`src/hw/rtl/sge_pkg.sv`:
```
// Shared types and constants for the 3x3 gradient energy stencil.
// No dependencies; every other file of the block but sge_checker imports this package.
package sge_pkg;

    // Input operation codes.
    localparam logic OP_SAMPLE = 1'b0;
    localparam logic OP_FLUSH  = 1'b1;

    // Configuration register indexes.
    localparam logic REG_IMAGE_WIDTH  = 1'b0;
    localparam logic REG_IMAGE_HEIGHT = 1'b1;

    // Register values after reset.
    localparam logic [10:0] WIDTH_RESET  = 11'd1024;
    localparam logic [15:0] HEIGHT_RESET = 16'd1024;

    // Stencil weights, unsigned Q0.16.
    localparam logic [15:0] W_B = 16'd1892;
    localparam logic [15:0] W_A = 16'd34054;
    localparam logic [15:0] W_P = 16'd28984;
    localparam logic [15:0] W_M = 16'd36552;

    // Saturation limits of the 18-bit gradient outputs.
    localparam int OUT_MAX = 131071;
    localparam int OUT_MIN = -131072;

    // Job queue between the front and back parts.
    localparam int QUEUE_DEPTH = 4;
    localparam int QCNT_W      = 3;

    typedef struct packed {
        logic              empty;
        logic [QCNT_W-1:0] level;
    } t_qstat;

    // Width of one packed job: last flag, three pre-summed terms and four samples.
    function automatic int job_width(input int sample_bits);
        job_width = 1 + 3 * (sample_bits + 3) + 4 * sample_bits;
    endfunction

endpackage

```
`src/hw/rtl/sge_queue.sv`:
```
// Small job queue that decouples the front and back parts of the stencil.
// Depends on sge_pkg for the queue depth and the status struct.
module sge_queue import sge_pkg::*; #(
    parameter int WIDTH = 8
) (
    input  logic             i_clk,
    input  logic             i_rst_n,
    input  logic             i_push,
    input  logic [WIDTH-1:0] i_data,
    input  logic             i_pop,
    output logic [WIDTH-1:0] o_data,
    output t_qstat           o_stat
);

    localparam int PW = $clog2(QUEUE_DEPTH);

    logic [WIDTH-1:0]  r_slot [QUEUE_DEPTH];
    logic [PW-1:0]     r_wr;
    logic [PW-1:0]     r_rd;
    logic [QCNT_W-1:0] r_level;

    assign o_data       = r_slot[r_rd];
    assign o_stat.empty = (r_level == '0);
    assign o_stat.level = r_level;

    always_ff @(posedge i_clk) begin
        if (!i_rst_n) begin
            r_wr    <= '0;
            r_rd    <= '0;
            r_level <= '0;
        end else begin
            if (i_push) begin
                r_wr <= r_wr + 1'b1;
            end
            if (i_pop) begin
                r_rd <= r_rd + 1'b1;
            end
            case ({i_push, i_pop})
                2'b10:   r_level <= r_level + 1'b1;
                2'b01:   r_level <= r_level - 1'b1;
                default: r_level <= r_level;
            endcase
        end
    end

    always_ff @(posedge i_clk) begin
        if (i_push) begin
            r_slot[r_wr] <= i_data;
        end
    end

endmodule

```
`config.mk`:
```
export PLATFORM = sky130hd
export DESIGN_NAME = sge_queue
export DESIGN_NICKNAME = d
export VERILOG_FILES = /design/src/hw/rtl/sge_pkg.sv /design/src/hw/rtl/sge_queue.sv
export SDC_FILE = /design/constraint.sdc
export NUM_CORES = 1
export LEC_CHECK = 0
export ABC_AREA = 1
export ABC_CLOCK_PERIOD_IN_PS = 1600
export BUFFER_PORTS_ARGS = -buffer_cell sky130_fd_sc_hd__buf_2
export CELL_PAD_IN_SITES_DETAIL_PLACEMENT = 2
export CELL_PAD_IN_SITES_GLOBAL_PLACEMENT = 2
export CORE_UTILIZATION = 37
export CTS_CLUSTER_SIZE = 40
export DETAILED_ROUTE_END_ITERATION = 6
export GPL_ROUTABILITY_DRIVEN = 0
export PLACE_DENSITY = 0.84
export SKIP_LAST_GASP = 1
export SLEW_MARGIN = 25
export SYNTH_ARGS = -nofsm -noshare
export SYNTH_HDL_FRONTEND = slang
export SYNTH_SLANG_ARGS = --single-unit
```
`constraint.sdc`:
```
create_clock -name i_clk -period 1.6 [get_ports i_clk]
set_input_delay 0.08 -clock i_clk [delete_from_list [all_inputs] [get_ports i_clk]]
set_output_delay 0.08 -clock i_clk [all_outputs]
set_load 0.005 [all_outputs]
```
* Word-level counts from Yosys, hierarchy flattened
Memory sizes are Yosys's and may differ from the RTL's. A register that Yosys moved wholly into a read port is not among the register bits.
Cells that the tools add are included.
** Storage, ports and cells
- Input bits :: 12
- Word-level logic and storage cells :: 17
- Memories kept :: 1
- Flip-flop bits (word level) :: 7
- Bits in writable memories :: 32
** Cells by class
- $add $sub $neg :: 4
- Reduce and logical (&&, ||, !) cells :: 2
- Equality and inequality tests :: 2
- Multiplexer cells :: 5
** Memory list
- r_slot :: words 4, width 8, rd ports 1, clocked after memory_dff 1, write ports 1, RTL line sge_queue.sv:17 : logic [WIDTH-1:0] r_slot [QUEUE_DEPTH];
** Operator list (count)
- case mux 3 bit (2 select lines) :: 1
- adder 2 x 1 -> 2 bit, second input constant :: 2
- 2-to-1 mux 2 bit :: 2
- adder 3 x 1 -> 3 bit, second input constant :: 1
- logical NOT 3 bit :: 1
- subtractor 3 x 1 -> 3 bit, second input constant :: 1
- == test 2 x 1 -> 1 bit, second input constant :: 1
- == test 2 bit, second input constant :: 1
- 2-to-1 mux 1 bit :: 2
- nonzero test 2 bit :: 1

* Longest topological paths before layout
- Depth in word-level cells :: 3
- Mapped depth :: 10
- Gate-level depth less buffers :: 10

* Least setup slack after synthesis
No wires, ideal clock.
- Path type :: register -> register
- Start :: reg r_level[0]
- End :: reg r_level[2]
- Data required time :: 1490 ps
- Arrival :: 1138 ps
- Setup slack :: 352 ps
- Buffers on the path :: 0
- Stages on the path, launching flop included :: 9
- Library setup time :: 110 ps
- Path through :: dfxtp_1 -> inv_1 -> fa_1 -> inv_1 -> nand2_1 -> nand3_1 -> nand2_1 -> inv_1 -> nor2_1
** Between the ends
- Word-level cells in the longest chain between the ends :: 2
- Elaborated cells on any way between the ends :: 3
- Classes of those cells :: add/sub (2); mux (1)
** RTL lines
- start: declaration :: RTL line sge_queue.sv:20 : logic [QCNT_W-1:0] r_level;
- start signal: assignment :: RTL line sge_queue.sv:39 : 2'b10: r_level <= r_level + 1'b1;
- start signal: assignment :: RTL line sge_queue.sv:40 : 2'b01: r_level <= r_level - 1'b1;
- start signal: assignment :: RTL line sge_queue.sv:41 : default: r_level <= r_level;
- subtractor 3 x 1 -> 3 bit or adder 3 x 1 -> 3 bit (tied branches) :: RTL line sge_queue.sv:40, sge_queue.sv:39
- case mux 3 bit (2 select lines) * :: RTL line sge_queue.sv:38 : case ({i_push, i_pop})
Mark *: on every way between the ends. The rest lies on a longest branch, timed or not.
A chain may end at the register's enable or synchronous reset.

==> run metrics <==
outcome=finished, final reports clean; Setup crit start kind=flop; Top delay family on crit path=flip-flops; register area share after synthesis=between 70 and 80%; CTS tree=done; Top Ports=24; Finished Core Util=between 40% and 50%; chip height=a little under 70 µm; maxcap violations=0; Setup CP Type=reg2out; CTS Sinks=between 40 and 50; Mapped Area=1630 µm²; TritonCTS buffer count=5; Period minus WS final=approximately 1.5 ns; drt pass-1 iters=4; CTS HTree Levels=2; WP data required=approximately 1.5 ns; CTS Buffer Depth=2; pwr/cell area=1110 nW/µm²; gr usage total=between 20% and 30%; Static Leak=0.773 nW; layout overhead on the synthesized area=17.8%; flop2flop setup slack=about 0.25 ns; synthesis-stage register bit count=41; RSZ-0062 raised after global routing=false; WL per Instance=18.0 µm; setup bufs post-CTS=0; CP Buf/Inv Count=2; Detailed Place HPWL=about 2900 µm; worst hold path depth=1; Synth top area share=around 59%; area leader, netlist=edfxtp_1; Max-slew headroom=between 70 and 80%; largest net degree at the start of global routing=17; clk slew on worst S/H paths=0.07 ns; Crit path largest cell delay=between 0.4 and 0.5 ns; diode count=0; ranking of synthesized cells by area=edfxtp_1 59%, dfxtp_1 11%, o21ai_0 5.5%, nor2_1 3.9%, ha_1 3.8%; final worst setup slack=between 0.09 and 0.1 ns; worst-skew pair later-pin latency=roughly 0.29 ns; row count=23; Worst EP arrival=between 1 and 1.5 ns; post-route clock period utilization=about 94%; Syn Inst Count=132; Max VDD drop=401 µV; Unique masters post-synth=18; critical path depth=4; Slowest-stage cell, CP=dfxtp_2; total die area=4670 µm²; WL final=3890 µm; measured slew at the worst slew-check pin=between 0.3 and 0.4 ns; Setup TNS=0 ns; most common cell after layout, fill and taps aside=edfxtp_1; initial antenna violation count=0; Tightest Hold Check Type=in2reg; Initial Util=roughly two fifths; Core Region=4120 µm²; # DRC=0; placed instance count=just over 200; DR vias=approximately 1.1k; layout cells sized above 1=about a quarter; final net count=between 150 and 200; setup violators final=0; total design power=between 2 and 2.5 mW; PortBufs=23; Yosys warnings=0; most frequent cells in the layout=32 x edfxtp_1, 23 x buf_2, 18 x o21ai_0; Finished Layout Cells=216; Final ANT Viol Nets=0; Reg2Reg Depth=4; first-pass GRT wire length=6170 µm; crit-path max FO=16; Crit. End Element=primary output; die width=68.4 µm; DR vias/cell=between 5 and 6; Fin Clk Skew=0.00774 ns; Synthesized Nets=150; Final Hold Viols=0; gr ovfl total=0; drt initial violations=74; vias in the first global route=~1.2k; crit path cell chain=inv_4 -> o21ai_0 -> o22ai_1 -> buf_2; Clock Root Buffer=clkbuf_8; Setup WS pre-CTS=between 0.1 and 0.15 ns; Pins Over Slew Limit=0; mean post-synth cell area=12.3 µm²; fmax=~660 MHz
[stage by stage]
stage	hold WS, ns	instance area (µm²)
2_1_floorplan	0.179	1630
3_3_place_gp	0.291	1790
3_5_place_dp	0.301	1790
4_1_cts	0.00123	1920
5_1_grt	0.00503	1920
6_report	0.0167	1920
[per-layer routing]
metal  share of wire [%]  vias to the layer above  track usage [%]
met5                   0                        -                0
met4                 3.3                        0             13.0
met3                 3.1                        9             6.83
met2                  54                       20             35.0
met1                  40                      557             20.5
li1                    -                      527                -
[report_power, final]
part           internal (mW)  switching, mW  leakage [nW]
combinational         0.0965          0.151         0.358
sequential              1.20         0.0345         0.369
clock                  0.302          0.343        0.0450
total                   1.60          0.529         0.773
[final cells by class]
class | count | area, µm²
Clock inverter | 2 | 10.0
Multi-Input combinational cell | 72 | 402
Inverter | 17 | 66.3
Tap cell | 50 | 62.6
Sequential cell | 41 | 1140
Fill cell | 429 | 2200
Clock buffer | 6 | 72.6
Timing Repair Buffer | 28 | 163
[final timing paths]
| check | from | to |
|---|---|---|
| setup reg to reg | r_wr[0] | r_slot[2][7] |
| hold / removal | i_data[7] | r_slot[3][7] |
| setup / recovery | flop | o_data[5] |
| hold reg to reg | r_rd[1] | flop |
[registers in the layout, summed over array words and instances, names as in the netlist, named ones only]
signal / flops
r_slot: 32
r_level: 3
r_rd: 2
r_wr: 2
[cells in the mapped netlist]
| cell type | n |
|---|---|
| a21oi_1 | 5 |
| buf_6 | 2 |
| dfxtp_1 | 9 |
| edfxtp_1 | 32 |
| fa_1 | 1 |
| ha_1 | 5 |
| inv_1 | 16 |
| inv_2 | 1 |
| nand2_1 | 9 |
| nand3_1 | 1 |
| nand4_1 | 1 |
| nor2_1 | 17 |
| nor2_2 | 2 |
| nor3_1 | 1 |
| o21ai_0 | 18 |
| o21ai_1 | 2 |
| o21ai_2 | 2 |
| o22ai_1 | 8 |
[repair_timing]
| item | in CTS | in global routing |
|---|---|---|
| endpoints found under the hold margin | 12 | 0 |
| gates cloned | 0 | 0 |
| endpoints found under the setup margin | 2 | 1 |
| hold buffers | 4 | 0 |
| resized for setup | 2 | 3 |
[worst reg2reg max path, cell delays in order, from the launching register on]
cell and delay, ns:
dfxtp_1 0.34, inv_1 0.14, ha_1 0.16, nand2_1 0.06, inv_1 0.30
[kinds of logic (layout without fill, tap and decap cells)]
group	count (synthesis)	count (layout)	synth area share (%)
buf+inv	19	53	5.30
compound gates	35	35	11.8
fa+ha+maj	6	6	5.07
simple gates	31	31	7.76
flops	41	41	70.0
Power figures use the tool's default switching activity.
