$ cat config.mk
export PLATFORM = sky130hd
export DESIGN_NAME = sge_back
export DESIGN_NICKNAME = d
export VERILOG_FILES = /design/src/hw/rtl/sge_pkg.sv /design/src/hw/rtl/sge_back.sv
export SDC_FILE = /design/constraint.sdc
export NUM_CORES = 2
export LEC_CHECK = 0
export ABC_CLOCK_PERIOD_IN_PS = 40100
export BUFFER_PORTS_ARGS = -buffer_cell sky130_fd_sc_hd__buf_2
export CORE_MARGIN = 2
export CORE_UTILIZATION = 55
export CTS_BUF_LIST = sky130_fd_sc_hd__clkbuf_4
export DETAILED_ROUTE_END_ITERATION = 10
export PLACE_DENSITY_LB_ADDON = 0.2
export RECOVER_POWER = 25
export SLEW_MARGIN = 20
export SYNTH_ARGS = -nofsm -noshare
export SYNTH_HDL_FRONTEND = slang
export SYNTH_SLANG_ARGS = --single-unit
$ cat constraint.sdc
create_clock -name i_clk -period 40.1 [get_ports i_clk]
set_input_delay 8.02 -clock i_clk [delete_from_list [all_inputs] [get_ports i_clk]]
set_output_delay 8.02 -clock i_clk [all_outputs]
set_load 0.02 [all_outputs]
$ cat src/hw/rtl/sge_pkg.sv
// Shared types and constants for the 3x3 gradient energy stencil.
// No dependencies; every other file of the block but sge_checker imports this package.
package sge_pkg;

    // Input operation codes.
    localparam logic OP_SAMPLE = 1'b0;
    localparam logic OP_FLUSH  = 1'b1;

    // Configuration register indexes.
    localparam logic REG_IMAGE_WIDTH  = 1'b0;
    localparam logic REG_IMAGE_HEIGHT = 1'b1;

    // Register values after reset.
    localparam logic [10:0] WIDTH_RESET  = 11'd1024;
    localparam logic [15:0] HEIGHT_RESET = 16'd1024;

    // Stencil weights, unsigned Q0.16.
    localparam logic [15:0] W_B = 16'd1892;
    localparam logic [15:0] W_A = 16'd34054;
    localparam logic [15:0] W_P = 16'd28984;
    localparam logic [15:0] W_M = 16'd36552;

    // Saturation limits of the 18-bit gradient outputs.
    localparam int OUT_MAX = 131071;
    localparam int OUT_MIN = -131072;

    // Job queue between the front and back parts.
    localparam int QUEUE_DEPTH = 4;
    localparam int QCNT_W      = 3;

    typedef struct packed {
        logic              empty;
        logic [QCNT_W-1:0] level;
    } t_qstat;

    // Width of one packed job: last flag, three pre-summed terms and four samples.
    function automatic int job_width(input int sample_bits);
        job_width = 1 + 3 * (sample_bits + 3) + 4 * sample_bits;
    endfunction

endpackage

$ cat src/hw/rtl/sge_back.sv
// Back part: stencil products, rounding, saturation and energy.
// Depends on sge_pkg; drains jobs from sge_queue into the output register.
module sge_back import sge_pkg::*; #(
    parameter int SAMPLE_BITS = 16
) (
    input  logic                              i_clk,
    input  logic                              i_rst_n,
    input  logic [job_width(SAMPLE_BITS)-1:0] i_job,
    input  t_qstat                            i_qstat,
    output logic                              o_pop,
    output logic                              o_out_valid,
    input  logic                              i_out_ready,
    output logic signed [17:0]                o_grad_first,
    output logic signed [17:0]                o_grad_second,
    output logic [35:0]                       o_energy,
    output logic                              o_last_pixel
);

    localparam int SB    = SAMPLE_BITS;
    localparam int SW    = SAMPLE_BITS + 3;
    localparam int ACC_W = (SAMPLE_BITS + 24 > 36) ? SAMPLE_BITS + 24 : 36;
    localparam int QW    = ACC_W - 16;

    localparam logic signed [16:0]      K_B   = signed'({1'b0, W_B});
    localparam logic signed [16:0]      K_A   = signed'({1'b0, W_A});
    localparam logic signed [16:0]      K_P   = signed'({1'b0, W_P});
    localparam logic signed [16:0]      K_M   = signed'({1'b0, W_M});
    localparam logic signed [ACC_W-1:0] RND   = ACC_W'(32768);
    localparam logic signed [QW-1:0]    Q_MAX = QW'(OUT_MAX);
    localparam logic signed [QW-1:0]    Q_MIN = QW'(OUT_MIN);
    localparam logic signed [17:0]      G_MAX = 18'(OUT_MAX);
    localparam logic signed [17:0]      G_MIN = 18'(OUT_MIN);

    typedef struct packed {
        logic                 last;
        logic signed [SW-1:0] corners;
        logic signed [SW-1:0] d1;
        logic signed [SW-1:0] d2;
        logic signed [SB-1:0] mid;
        logic signed [SB-1:0] lm;
        logic signed [SB-1:0] cd;
        logic signed [SB-1:0] cu;
    } t_job;

    function automatic logic signed [17:0] sat_q(input logic signed [QW-1:0] q);
        if (q > Q_MAX) begin
            sat_q = G_MAX;
        end else if (q < Q_MIN) begin
            sat_q = G_MIN;
        end else begin
            sat_q = q[17:0];
        end
    endfunction

    t_job                    job;
    logic signed [SW-1:0]    j_corners;
    logic signed [SW-1:0]    j_d1;
    logic signed [SW-1:0]    j_d2;
    logic signed [SB-1:0]    j_mid;
    logic signed [SB-1:0]    j_lm;
    logic signed [SB-1:0]    j_cd;
    logic signed [SB-1:0]    j_cu;
    logic                    en;

    logic                    r_b1_v, r_b2_v, r_b3_v, r_b4_v;
    logic                    r_b1_last, r_b2_last, r_b3_last, r_b4_last;
    logic signed [ACC_W-1:0] r_pb, r_pa1, r_pa2, r_pp1, r_pm1, r_pp2, r_pm2;
    logic signed [ACC_W-1:0] r_s1, r_s2;
    logic signed [QW-1:0]    q1, q2;
    logic signed [17:0]      r_g1, r_g2, r_g1d, r_g2d;
    logic signed [35:0]      r_sq1, r_sq2;
    logic                    r_o_valid;

    assign job       = i_job;
    assign j_corners = job.corners;
    assign j_d1      = job.d1;
    assign j_d2      = job.d2;
    assign j_mid     = job.mid;
    assign j_lm      = job.lm;
    assign j_cd      = job.cd;
    assign j_cu      = job.cu;

    // The whole pipe moves together whenever the output register can take a value.
    assign en    = !r_o_valid || i_out_ready;
    assign o_pop = en && !i_qstat.empty;

    always_ff @(posedge i_clk) begin
        if (!i_rst_n) begin
            r_b1_v    <= 1'b0;
            r_b2_v    <= 1'b0;
            r_b3_v    <= 1'b0;
            r_b4_v    <= 1'b0;
            r_o_valid <= 1'b0;
        end else if (en) begin
            r_b1_v    <= !i_qstat.empty;
            r_b2_v    <= r_b1_v;
            r_b3_v    <= r_b2_v;
            r_b4_v    <= r_b3_v;
            r_o_valid <= r_b4_v;
        end
    end

    assign q1 = $signed(r_s1[ACC_W-1:16]);
    assign q2 = $signed(r_s2[ACC_W-1:16]);

    always_ff @(posedge i_clk) begin
        if (en) begin
            // Products of the weights with the pre-summed terms.
            r_b1_last <= job.last;
            r_pb      <= j_corners * K_B;
            r_pa1     <= j_d1 * K_A;
            r_pa2     <= j_d2 * K_A;
            r_pp1     <= j_mid * K_P;
            r_pm1     <= j_lm * K_M;
            r_pp2     <= j_cd * K_P;
            r_pm2     <= j_cu * K_M;
            // Sums with the half-unit rounding offset.
            r_b2_last <= r_b1_last;
            r_s1      <= r_pb + r_pa1 + r_pp1 - r_pm1 + RND;
            r_s2      <= r_pb + r_pa2 + r_pp2 - r_pm2 + RND;
            // Floor shift by 16 bits and saturation.
            r_b3_last <= r_b2_last;
            r_g1      <= sat_q(q1);
            r_g2      <= sat_q(q2);
            // Squares.
            r_b4_last <= r_b3_last;
            r_g1d     <= r_g1;
            r_g2d     <= r_g2;
            r_sq1     <= r_g1 * r_g1;
            r_sq2     <= r_g2 * r_g2;
            // Output register.
            o_grad_first  <= r_g1d;
            o_grad_second <= r_g2d;
            o_energy      <= $unsigned(r_sq1) + $unsigned(r_sq2);
            o_last_pixel  <= r_b4_last;
        end
    end

    assign o_out_valid = r_o_valid;

endmodule

Yosys cells after proc, flatten, opt, wreduce, memory -nomap -nowiden
Index checks and enable logic that the tools add are counted.
{"block": "op_classes", "n_addsub": 9, "mul": 9, "order_cmp": 4, "n_mux": 2, "reduce_logical": 4}
{"op": "40-bit adder", "n": 4}
{"op": "40-bit by 17-bit adder with 40-bit output (second input constant)", "n": 2}
{"op": "40-bit subtractor", "n": 2}
{"op": "18-bit by 18-bit multiplier with 36-bit output", "n": 2}
{"op": "19-bit by 16-bit multiplier with 35-bit output (second input constant)", "n": 2}
{"op": "16-bit by 14-bit multiplier with 30-bit output (second input constant)", "n": 2}
{"op": "16-bit by 13-bit multiplier with 29-bit output (second input constant)", "n": 2}
{"op": "24-bit by 18-bit greater-than comparator with 1-bit output (second input constant)", "n": 2}
{"op": "24-bit by 18-bit less-than comparator with 1-bit output (second input constant)", "n": 2}
{"op": "36-bit adder", "n": 1}
{"op": "18-bit two-way mux", "n": 2}
{"op": "19-bit by 10-bit multiplier with 29-bit output (second input constant)", "n": 1}
{"op": "1-bit logical NOT", "n": 2}
{"op": "1-bit logical AND", "n": 1}
{"op": "1-bit logical OR", "n": 1}
{"block": "word_totals", "register_bits": 570, "out_inout_bits": 75}

Depth between registers and ports, before layout
{"block": "depth", "depth_word": 4, "depth_mapped": 27}

Worst setup path before layout
Ideal clock, no wire load.
{"block": "synth_timing", "path_type": "input -> register", "start": "input port i_out_ready", "end": "register o_energy[0], enable pin", "arrival_time_ns": 17.521, "t_required_ns": 39.270, "path_slack_ns": 21.749, "cell_stages": 3, "path_buffers": 1, "path_cell_list": "nor2b_1 clkbuf_1 inv_1"}
{"block": "synth_via", "elab_chain_len": 1}
{"element": "start: declaration", "line": "sge_back.sv:12", "rtl": "input logic i_out_ready,"}
{"element": "1-bit logical OR", "line": "sge_back.sv:84", "rtl": "assign en = !r_o_valid || i_out_ready;"}
{"element": "end signal: assignment", "line": "sge_back.sv:134", "rtl": "o_energy <= $unsigned(r_sq1) + $unsigned(r_sq2);"}
{"element": "end: declaration", "line": "sge_back.sv:15", "rtl": "output logic [35:0] o_energy,"}
Every way passes these cells.
A chain may end at the register's enable or synchronous reset.

Final worst setup path
{"block": "layout_timing", "start": "input port i_out_ready", "end": "output port o_pop"}
{"block": "layout_via", "elab_chain_len": 2}
{"element": "1-bit logical OR", "line": "sge_back.sv:84"}
{"element": "1-bit logical AND", "line": "sge_back.sv:85", "rtl": "assign o_pop = en && !i_qstat.empty;"}
{"element": "end: declaration", "line": "sge_back.sv:10", "rtl": "output logic o_pop,"}
Every way passes these cells.

==> flow_summary.ini <==
[outcome]
status = complete, but fails checks
violations = capacitance limit, slew limit

[worst_setup_path]
cp-start-kind = input port
rrSetupSlack_ns = 31.97
critical_path_class = input port to primary output
cp.arrival_ns = 9.00
cp_slowest_stage_delay_ns = 0.57
path_common_cell = buf_2
worst_setup_path_end_kind = primary output
required_ns = 32.08
crit_slowest_cell = nor2b_1
ff2ff_path_depth = 24
path_max_fanout = 7
crit_chain = buf_2, nor2b_1, nor2_1, buf_2
r2r_start = r_g2[5]
rr_endpoint = r_sq2[35]

[sta]
worst_slew_pin_slew_ns = 1.915
final_max_slew_viol_count = 85
fmax_mhz = 58.77
rsz0062_at_grt = false
setup_slack_ns = 23.08
timing.slew.headroom_pct = -29.02
skew_ns = 0.06498
setup_violations = 0
period_share_pct = 42.43
period_minus_slack_ns = 17.02
tns_ns = 0
hold_viol = 0

[place]
preCtsSetupSlack_ns = 23.10
port_buffers = 200
gp_congestion = 0.8858
place_hpwl_um = 129400
dp.cells = 8872

[floorplanning]
dieArea_um2 = 135600
die_x_um = 368.3
rows = 133
core_um2 = 131600
die_h_um = 368.3
floorplan.initialDensity_pct = 55.45
io_pins = 204

[clock_network]
clk-insertion-delay-late_ns = 1.13
postCtsHoldBufs = 0
cts_setup_buffers = 0
ctsResizeCount = 0
clkTransAtPathRegs_ns = 0.07
cts_tree = built
cts_root_buf = clkbuf_4
clock-sinks = 487
h-tree-depth = 4
clockBufferDepth = 3
cts-buffers-inserted = 138

[drt]
wl_per_cell_um = 16.93
avgViaCountPerCell = 5.180
drc = 0
drtIter0Drc = 2315
vias = 47220
drt_wl_total_um = 154300
first_pass_iters = 5
ant_nets = 0

[yosys]
synth_seq_cells = 487
syn_area_um2 = 72980
synthTopCellsByArea = fa_1 (31%), edfxtp_1 (20%), ha_1 (19%), inv_1 (9.4%), xnor2_1 (3.5%)
avgSynthCellArea_um2 = 10.50
synth_ff_type = edfxtp_1
ys_async_sr_fraction_pct = 0
yosysMostFrequentCell = inv_1
yosys_warnings = 0
synth.distinct_cells = 88
synth_nets = 9339
synth_edf_count = 482
synth.top_cell.area_share_pct = 31.43
syn_inst = 6954
seq_area_frac_synth_pct = 19.97
synth_common_cells = inv_1 (1834), fa_1 (1146), ha_1 (1110), edfxtp_1 (482), nand2_1 (356)
synth_top_cell_by_area = fa_1

[global_route]
overflow = 0
grt_usage_pct = 23.88
grt_pass1_wl_um = 255900
grt_max_degree = 145
grt_pass1_vias = 50430
antenna_found_initial = 13

[final_layout]
nFillCells = 11340
areaGrowthSynthToFinish_pct = 6.537
drive_gt1_share_pct = 6.432
layout.cells.non_filler = 9116
nNetsFinal = 9642

[worst_hold_path]
hold_path_class = flip-flop to flip-flop
hold_path_depth = 0
worstHoldStart = r_g2d[1]
min_to = o_grad_second[1]

[job]
maxCapViolCount = 4
[state kept, by name, indices dropped and copies added, names as in the netlist, 29 cells and up]
signal / count
r_pa1: 35
r_pm1: 30
r_sq2: 34
r_pa2: 35
r_pp2: 29
r_pb: 29
r_sq1: 34
r_pp1: 29
r_pm2: 30
o_energy: 36
[cells by family (layout without fill, tap and decap cells)]
family | count (synthesis) | after routing | synth area share [%]
adders and majority gates | 2256 | 2256 | 50.46
buffers and inverters | 1907 | 2307 | 9.808
and+or+nand+nor | 1017 | 1017 | 6.570
AOI/OAI and AO/OA | 844 | 844 | 7.790
DFF | 487 | 487 | 19.97
xor gates and xnor gates | 405 | 405 | 4.860
muxes | 38 | 38 | 0.5383
other | 0 | 7 | 0
[cell usage in the layout (no fill, tap or decap), types with 26 or more instances in the layout]
| cell | Yosys | final |
|---|---|---|
| nand2b_1 | 52 | 52 |
| mux2i_1 | 28 | 28 |
| edfxtp_1 | 482 | 482 |
| o21ai_0 | 133 | 136 |
| and2_1 | 93 | 85 |
| nor3_1 | 60 | 60 |
| and3_1 | 29 | 29 |
| o21a_1 | 86 | 86 |
| nor2b_1 | 42 | 42 |
| fa_1 | 1146 | 1146 |
| clkbuf_1 | 67 | 38 |
| nand3_1 | 53 | 53 |
| ha_1 | 1110 | 1110 |
| clkbuf_4 | 0 | 192 |
| nor2_1 | 239 | 239 |
| buf_2 | 0 | 191 |
| a21oi_1 | 236 | 237 |
| o21bai_1 | 40 | 40 |
| xor2_1 | 114 | 114 |
| a211oi_1 | 29 | 29 |
| xnor2_1 | 291 | 291 |
| inv_1 | 1834 | 1833 |
| nand2_1 | 356 | 356 |
| a21o_1 | 126 | 126 |
| clkinv_1 | 0 | 26 |
[layout make-up]
class	count	area, um2	share of cell area, %
Clock buffer	192	1441	1.854
Antenna cell	7	17.52	0.02253
Multi-Input combinational cell	4560	51200	65.84
Sequential cell	487	14570	18.74
Clock inverter	45	274.0	0.3524
Inverter	1834	6892	8.863
Timing Repair Buffer	236	1164	1.497
Tap cell	1755	2196	2.824
[per-layer routing]
| layer | vias up | GRT usage, % | share of wire (%) |
|---|---|---|---|
| met4 | 16 | 8.046 | 3.3 |
| met1 | 23240 | 30.90 | 44 |
| li1 | 22870 | - | - |
| met5 | - | 0 | 0.058 |
| met2 | 840 | 41.21 | 49 |
| met3 | 250 | 3.317 | 3.9 |
[worst max-delay path: cells and delay by family]
| kind | cells | cell delay (ns) |
|---|---|---|
| buf+inv | 2 | 0.28 |
| simple gates | 2 | 0.68 |
[worst max path at each step]
stage                      startpoint     endpoint  cells past startpoint
after floorplan           i_out_ready  o_energy[0]                      3
after global placement    i_out_ready        o_pop                      4
after detailed placement  i_out_ready        o_pop                      4
after CTS                 i_out_ready        o_pop                      4
after global routing      i_out_ready        o_pop                      4
final                     i_out_ready        o_pop                      4
[stage by stage]
step | hold slack [ns] | cell area [um2] | utilization (%)
5_1_grt | 0.4198 | 77750 | 59.07
3_3_place_gp | 0.4006 | 76200 | 57.89
6_report | 0.3982 | 77750 | 59.07
3_5_place_dp | 0.4045 | 76200 | 57.89
2_1_floorplan | 0.4003 | 72980 | -
4_1_cts | 0.4052 | 77910 | 59.19
Power is left out: the tool's default activity adds up to more than one toggle a clock period on the data nets, which glitch-free logic cannot reach.
